<file path="src/rtl/core/tctt_pkg.sv">
package tctt_pkg;

  localparam int DATA_W        = 32;
  localparam int CYCLES_W      = 16;
  localparam int HIT_BITS      = 3;
  localparam int NUM_TIMERS_DEF = 3;

  localparam int ENABLE_BIT = 7;
  localparam int REPEAT_BIT = 10;
  localparam logic [DATA_W-1:0] ZERO_TARGET = 32'h0000_FFFF;

  typedef enum logic [1:0] {
    CMD_SET     = 2'd0,
    CMD_READ    = 2'd1,
    CMD_ADVANCE = 2'd2
  } cmd_t;

  typedef struct packed {
    logic [1:0]          cmd;
    logic [1:0]          timer_index;
    logic [DATA_W-1:0]   new_mode;
    logic [DATA_W-1:0]   new_count;
    logic [DATA_W-1:0]   new_target;
    logic [CYCLES_W-1:0] advance_cycles;
  } in_item_t;

  typedef struct packed {
    logic                status;
    logic [DATA_W-1:0]   read_mode;
    logic [DATA_W-1:0]   read_count;
    logic [DATA_W-1:0]   read_target;
    logic [HIT_BITS-1:0] irq_hits;
  } out_item_t;

  typedef struct packed {
    logic              start;
    logic [DATA_W-1:0] dividend;
    logic [DATA_W-1:0] divisor;
  } div_req_t;

  typedef struct packed {
    logic              busy;
    logic              done;
    logic [DATA_W-1:0] rem;
  } div_rsp_t;

endpackage

</file>
<file path="src/rtl/core/tctt_mod.sv">
module tctt_mod (
  input  logic              clk,
  input  logic              rst,
  input  tctt_pkg::div_req_t req,
  output tctt_pkg::div_rsp_t rsp
);

  localparam int CNT_W = $clog2(tctt_pkg::DATA_W + 1);

  logic [tctt_pkg::DATA_W-1:0] rem;
  logic [tctt_pkg::DATA_W-1:0] dvd;
  logic [tctt_pkg::DATA_W-1:0] dsr;
  logic [CNT_W-1:0]            cnt;
  logic                        done;

  logic [tctt_pkg::DATA_W:0]   trial;
  logic                        fits;

  // restoring remainder, one dividend bit per cycle
  assign trial = {rem, dvd[tctt_pkg::DATA_W-1]};
  assign fits  = trial >= {1'b0, dsr};

  always_ff @(posedge clk) begin
    if (rst) begin
      cnt  <= '0;
      done <= 1'b0;
    end else begin
      done <= 1'b0;
      if (req.start) begin
        cnt <= CNT_W'(tctt_pkg::DATA_W);
        rem <= '0;
        dvd <= req.dividend;
        dsr <= req.divisor;
      end else if (cnt != '0) begin
        cnt <= cnt - 1'b1;
        dvd <= dvd << 1;
        if (fits) begin
          rem <= tctt_pkg::DATA_W'(trial - {1'b0, dsr});
        end else begin
          rem <= trial[tctt_pkg::DATA_W-1:0];
        end
        if (cnt == CNT_W'(1)) begin
          done <= 1'b1;
        end
      end
    end
  end

  assign rsp.busy = cnt != '0;
  assign rsp.done = done;
  assign rsp.rem  = rem;

endmodule

</file>
<file path="src/rtl/core/three_channel_target_timer.sv">
// Bank of NUM_TIMERS timers, each with a mode word, a count and a target. Set and read
// are handled in idle, without leaving it. Advance sweeps the timers one per cycle while
// no remainder is being computed; an enabled timer in repeat mode that reaches its target
// holds the sweep while the bit-serial remainder unit sets its count to the sum modulo the
// target. A new transfer is taken in idle while the result register is empty or being
// drained. A target of zero counts as 0xFFFF.
module three_channel_target_timer #(
  parameter int NUM_TIMERS = tctt_pkg::NUM_TIMERS_DEF
) (
  input  logic                clk,
  input  logic                rst,
  input  logic                in_valid,
  output logic                in_ready,
  input  tctt_pkg::in_item_t  in_item,
  output logic                out_valid,
  input  logic                out_ready,
  output tctt_pkg::out_item_t out_item
);

  localparam int IW = (NUM_TIMERS > 1) ? $clog2(NUM_TIMERS) : 1;
  localparam int DW = tctt_pkg::DATA_W;

  typedef enum logic [1:0] {
    ST_IDLE,
    ST_SWEEP,
    ST_DIV
  } state_t;

  state_t state;

  logic [DW-1:0] mode_words [NUM_TIMERS];
  logic [DW-1:0] counts     [NUM_TIMERS];
  logic [DW-1:0] targets    [NUM_TIMERS];

  logic [IW-1:0]                 sweep;
  logic [tctt_pkg::CYCLES_W-1:0] cycles;
  logic [tctt_pkg::HIT_BITS-1:0] hits;

  logic [IW-1:0]                 rd_addr;
  logic [DW-1:0]                 cur_mode;
  logic [DW-1:0]                 cur_count;
  logic [DW-1:0]                 cur_target;
  logic [DW-1:0]                 adv_sum;
  logic [DW-1:0]                 eff_tgt;
  logic                          enabled;
  logic                          reach;
  logic                          idx_ok;
  logic                          last;
  logic [tctt_pkg::HIT_BITS-1:0] hit_bit;
  logic                          accept;
  logic                          result_load;
  tctt_pkg::out_item_t           result_next;

  tctt_pkg::div_req_t div_req;
  tctt_pkg::div_rsp_t div_rsp;

  assign in_ready = (state == ST_IDLE) && (!out_valid || out_ready);
  assign accept   = in_valid && in_ready;

  assign idx_ok  = 32'(in_item.timer_index) < NUM_TIMERS;
  assign rd_addr = (state == ST_IDLE) ? IW'(in_item.timer_index) : sweep;

  assign cur_mode   = mode_words[rd_addr];
  assign cur_count  = counts[rd_addr];
  assign cur_target = targets[rd_addr];

  assign adv_sum = cur_count + DW'(cycles);
  assign eff_tgt = (cur_target == '0) ? tctt_pkg::ZERO_TARGET : cur_target;
  assign enabled = cur_mode[tctt_pkg::ENABLE_BIT];
  assign reach   = adv_sum >= eff_tgt;
  assign last    = sweep == IW'(NUM_TIMERS - 1);
  assign hit_bit = (enabled && reach && (32'(sweep) < tctt_pkg::HIT_BITS)) ?
                   (tctt_pkg::HIT_BITS'(1) << sweep) : '0;

  assign div_req.start    = (state == ST_SWEEP) && enabled && reach &&
                            cur_mode[tctt_pkg::REPEAT_BIT];
  assign div_req.dividend = adv_sum;
  assign div_req.divisor  = eff_tgt;

  tctt_mod u_mod (
    .clk (clk),
    .rst (rst),
    .req (div_req),
    .rsp (div_rsp)
  );

  // result for the transfer that finishes this cycle
  always_comb begin
    result_load = 1'b0;
    result_next = '0;
    case (state)
      ST_IDLE: begin
        if (accept) begin
          result_load = 1'b1;
          case (in_item.cmd)
            tctt_pkg::CMD_SET: begin
              result_next.status = !idx_ok;
            end
            tctt_pkg::CMD_READ: begin
              if (idx_ok) begin
                result_next.read_mode   = cur_mode;
                result_next.read_count  = cur_count;
                result_next.read_target = cur_target;
              end else begin
                result_next.status = 1'b1;
              end
            end
            tctt_pkg::CMD_ADVANCE: begin
              result_load = 1'b0;
            end
            default: ;
          endcase
        end
      end
      ST_SWEEP: begin
        if (!div_req.start && last) begin
          result_load          = 1'b1;
          result_next.irq_hits = hits | hit_bit;
        end
      end
      ST_DIV: begin
        if (div_rsp.done && last) begin
          result_load          = 1'b1;
          result_next.irq_hits = hits;
        end
      end
      default: ;
    endcase
  end

  always_ff @(posedge clk) begin
    if (rst) begin
      state     <= ST_IDLE;
      out_valid <= 1'b0;
      sweep     <= '0;
      hits      <= '0;
      for (int i = 0; i < NUM_TIMERS; i++) begin
        mode_words[i] <= '0;
        counts[i]     <= '0;
        targets[i]    <= '0;
      end
    end else begin
      if (result_load) begin
        out_valid <= 1'b1;
        out_item  <= result_next;
      end else if (out_valid && out_ready) begin
        out_valid <= 1'b0;
      end
      case (state)
        ST_IDLE: begin
          if (accept) begin
            case (in_item.cmd)
              tctt_pkg::CMD_SET: begin
                if (idx_ok) begin
                  mode_words[rd_addr] <= in_item.new_mode;
                  counts[rd_addr]     <= in_item.new_count;
                  targets[rd_addr]    <= in_item.new_target;
                end
              end
              tctt_pkg::CMD_ADVANCE: begin
                cycles <= in_item.advance_cycles;
                hits   <= '0;
                sweep  <= '0;
                state  <= ST_SWEEP;
              end
              default: ;
            endcase
          end
        end
        ST_SWEEP: begin
          hits <= hits | hit_bit;
          if (div_req.start) begin
            state <= ST_DIV;
          end else begin
            if (enabled) begin
              if (reach) begin
                counts[sweep]                          <= '0;
                mode_words[sweep][tctt_pkg::ENABLE_BIT] <= 1'b0;
              end else begin
                counts[sweep] <= adv_sum;
              end
            end
            if (last) begin
              state <= ST_IDLE;
            end else begin
              sweep <= sweep + 1'b1;
            end
          end
        end
        ST_DIV: begin
          if (div_rsp.done) begin
            counts[sweep] <= div_rsp.rem;
            if (last) begin
              state <= ST_IDLE;
            end else begin
              sweep <= sweep + 1'b1;
              state <= ST_SWEEP;
            end
          end
        end
        default: begin
          state <= ST_IDLE;
        end
      endcase
    end
  end

  a_div_busy_blocks_input: assert property (@(posedge clk) disable iff (rst)
    div_rsp.busy |-> !in_ready)
    else $error("input taken while remainder unit busy");

  a_sweep_end_has_result: assert property (@(posedge clk) disable iff (rst)
    (state == ST_IDLE && $past(state) != ST_IDLE && !$past(rst)) |-> out_valid)
    else $error("advance finished without a result");

  a_div_done_in_div_state: assert property (@(posedge clk) disable iff (rst)
    div_rsp.done |-> state == ST_DIV)
    else $error("remainder done outside divide state");

  a_error_result_clean: assert property (@(posedge clk) disable iff (rst)
    (out_valid && out_item.status) |->
      (out_item.read_mode == '0 && out_item.read_count == '0 &&
       out_item.read_target == '0 && out_item.irq_hits == '0))
    else $error("error result carries data");

endmodule
</file>
<file path="config.mk">
export PLATFORM = sky130hd
export DESIGN_NAME = three_channel_target_timer
export DESIGN_NICKNAME = d
export VERILOG_FILES = /design/src/rtl/core/tctt_pkg.sv /design/src/rtl/core/tctt_mod.sv /design/src/rtl/core/three_channel_target_timer.sv
export SDC_FILE = /design/constraint.sdc
export NUM_CORES = 1
export LEC_CHECK = 0
export BUFFER_PORTS_ARGS = -buffer_cell sky130_fd_sc_hd__buf_2
export CORE_MARGIN = 4
export CORE_UTILIZATION = 60
export CTS_CLUSTER_DIAMETER = 30
export DETAILED_ROUTE_END_ITERATION = 10
export PLACE_DENSITY = 0.77
export SLEW_MARGIN = 20
export SYNTH_ARGS = -nofsm -noshare
export SYNTH_HDL_FRONTEND = slang
export SYNTH_SLANG_ARGS = --single-unit
export TNS_END_PERCENT = 30
</file>
<file path="constraint.sdc">
create_clock -name clk -period 16.39 [get_ports clk]
set_input_delay 0 -clock clk [delete_from_list [all_inputs] [get_ports clk]]
set_output_delay 0 -clock clk [all_outputs]
set_load 0.03 [all_outputs]
</file>
==> qor.txt <==
Max Freq: 0.110 GHz
register area: 0.0182 mm^2
CP Cell Sequence: inv_1, ha_1, mux2i_4, buf_4, buf_4, mux4_2, nor4_1, nand4_1, nor2_2, or2_2, inv_2, ha_1, a21oi_1, o21ai_0, a2111oi_0, o21ai_1, a21o_1, and3_2, o21ai_1, a21oi_1, nor3_2, buf_4, buf_4
Detailed Place HPWL: 50.0 mm
drt initial violations: 2,285
setup tns final: 0 ps
critical path's slowest cell: buf_4
die height: 228 um
Setup Skew: 39.1 ps
# diodes: 0
cts repair resizes: 0
Initial Util: 61.0%
period utilisation layout: 55.4%
Slew HR: 19.7%
vias in the first global route: 20,758
area of the die: 0.0522 mm^2
Post-Syn Instances: 2,118
CTS tree: done
Startpoint Class: register
outcome: finished, final reports clean
max incr delay on CP: 770 ps
Seq/Total Area, Yosys: 62.4%
initial antenna violation count: 0
H-tree levels: 4
synth-to-layout area growth: 26.4%
post-synth top area share: 61.4%
Worst-Margin Slew: 1200 ps
Routed WL per cell: 24.1 um
critical path's top delay family: buffers and inverters
flops & latches, synth: 611
Multi-input gate area: 0.0103 mm^2
core box area: 0.0478 mm^2
largest net degree at the start of global routing: 136
max-cap check violation count: 0
Mean Syn Cell Area: 13.8 um^2
post-synth cell types: 77
cell row count: 80
unrepaired setup endpoints after global routing: false
PD cells: 164 mW/mm^2
clk slew on worst S/H paths: 60 ps
Setup crit end kind: register
Worst EP required: 16,700 ps
Longest Clk Path Bufs: 3
Via Count: 20,086
Clock Latency Late Sink: 710 ps
largest cells by area after synthesis: edfxtp_1, mux4_2, and2_1
crit path time final: 9080 ps
layout cell share with drive strength beyond 1: 23.7%
Util after Layout: 77.1%
Global Route Usage Sum: 30.7%
Setup Crit Path Kind: reg2reg
final hold viol count: 0
CP arrival: 9390 ps
fill count: 2,802
leading area contributor after synthesis: edfxtp_1
Primary FF master, synth: edfxtp_1
Die W: 228 um
Ys Warns: 0
Final Net Count: 2,793
drt first pass iters: 6
worst vdd ir: 0.120 mV
final wirelength: 79.7 mm
Vias/cell: 6.09
CTS Root Buffer Type: clkbuf_16
Ports: 222
max-slew violations: 0
clock buffer count from CTS: 130
Post-Syn Area: 0.0292 mm^2
Port Buffers: 221
CP Max Fanout: 56
EDFF count, synth: 596
Hold WS: 30.9 ps
Final Wtd Congestion: 0.911
post-CTS setup buffer count: 0
gr ovfl total: 0
final setup vio count: 0
DRC viols: 0
leakage power: 15.0 nW
CTS Sinks: 611
Synth async-reset ratio: 0%
global-route wire length before repair: 123 mm
CP most frequent cell: buf_4
Crit path buffers/inverters: 6
Hold Path Class: in2reg
Post-DRT Antenna Nets: 0
## Yosys cell counts, types with 4 or more instances
cell	number
edfxtp_1	596
and2_1	215
nor2_1	211
inv_1	108
and3_1	105
mux4_2	96
ha_1	90
clkbuf_1	76
nand2_1	64
a21oi_1	62
xnor2_1	37
nor3_1	34
a222oi_1	32
mux2i_1	30
buf_2	27
a21o_1	23
mux2_2	23
o21ai_0	23
nand3_1	20
xor2_1	18
a211oi_1	15
dfxtp_1	15
or2_1	13
nand2b_1	12
nor4_1	12
o21a_1	12
nand4_1	11
nor2b_1	10
or2_2	10
inv_2	9
o21ai_1	8
nand3b_1	6
or3_1	6
a211o_1	5
buf_6	5
o21bai_1	5
o31ai_1	5
a22oi_1	4
a31oi_1	4
o22ai_1	4
## worst reg2reg max path, delay by kind of cell, from the launching register on
kind	cells	cell delay, ps
AO/OA/AOI/OAI	7	1780
adder cells (fa/ha/maj)	2	690
buffers and inverters	6	2810
flip-flops	1	340
multiplexers	2	1120
AND/OR/NAND/NOR	6	1900
## cell families after synthesis
group / share of synthesized area, %
muxes: 9.46
adders and majority gates: 4.00
other: 0.0129
buffers and inverters: 3.23
xor gates and xnor gates: 1.71
and+or+nand+nor: 13.5
AOI/OAI and AO/OA: 5.68
DFF: 62.4
## area by class of cell
cell class                 instances  area share, %
timing repair buffer             381           7.13
multi-input combinational       1340           28.1
inverter                         117           1.19
tap                              615           2.09
clock inverter                    93           3.21
sequential                       611           49.4
clock buffer                     142           8.97
## per-stage QoR
| step | setup slack, ps | cells | cell area (um^2) | power [mW] |
|---|---|---|---|---|
| CTS | 7390 | 3299 | 36900 | 6.02 |
| finish | 7310 | 3299 | 36900 | 6.03 |
| floorplan | 2670 | 2180 | 29400 | 2.95 |
| detailed placement | 7470 | 2935 | 31100 | 3.31 |
| global route | 6710 | 3299 | 36900 | 6.27 |
| global placement | 7740 | 2935 | 31100 | 3.28 |
## routing by layer
layer | track usage, % | up-vias | wire length (um)
li1 | - | 8847 | -
met5 | 0 | - | 0
met2 | 49.9 | 1154 | 38900
met4 | 12.5 | 0 | 2840
met3 | 7.20 | 204 | 7470
met1 | 40.5 | 9881 | 30400
## registers in the layout, summed over array words and instances, names as in the netlist
name	flops
counts	128
cycles	16
hits	3
mode_words	128
out_item	100
out_valid	1
state	2
sweep	2
targets	128
u_mod.cnt	6
u_mod.done	1
u_mod.dsr	32
u_mod.dvd	32
u_mod.rem	32
## worst paths after layout
kind	startpoint	endpoint	slack, ps	cells past startpoint
worst min-delay path	in_item[13]	cycles[13]$_DFFE_PP_	30	2
worst min register to register	u_mod.cnt[1]$_SDFFE_PP0P_	u_mod.cnt[1]$_SDFFE_PP0P_	520	2
worst max-delay path	state[0]$_SDFFE_PP0P_	out_item[46]$_SDFFCE_PN0P_	7310	23
worst max register to register	state[0]$_SDFFE_PP0P_	out_item[46]$_SDFFCE_PN0P_	7310	23
## power by group
group | total (mW) | switching [mW] | internal, mW | leakage, nW
sequential | 2.03 | 0.0984 | 1.93 | 6.02
clock | 2.69 | 0.896 | 1.79 | 2.17
combinational | 1.32 | 0.798 | 0.519 | 6.82
total | 6.03 | 1.79 | 4.24 | 15.0
## repair_timing
item,4_1_cts,5_1_grt
hold buffers,129,0
endpoints found under the setup margin,0,0
endpoints found under the hold margin,412,0
## cell usage in the layout (no fill, tap or decap), drive strengths merged, types with 11 or more instances in the layout
cell         count
nand2           64
clkinv          36
a21o            23
nor3            35
mux4            96
o21ai           31
bufinv          20
nor2           212
xor2            19
ha              90
and3           105
edfxtp         596
and2           215
dfxtp           15
nor4            12
nand4           11
xnor2           37
clkinvlp        11
a222oi          32
conb            63
buf            252
mux2i           32
inv            143
or2             23
o21a            12
clkbuf         142
mux2            23
a21oi           65
a211oi          15
dlygate4sd3    129
nand2b          12
nand3           21
Power figures use the tool's default switching activity.
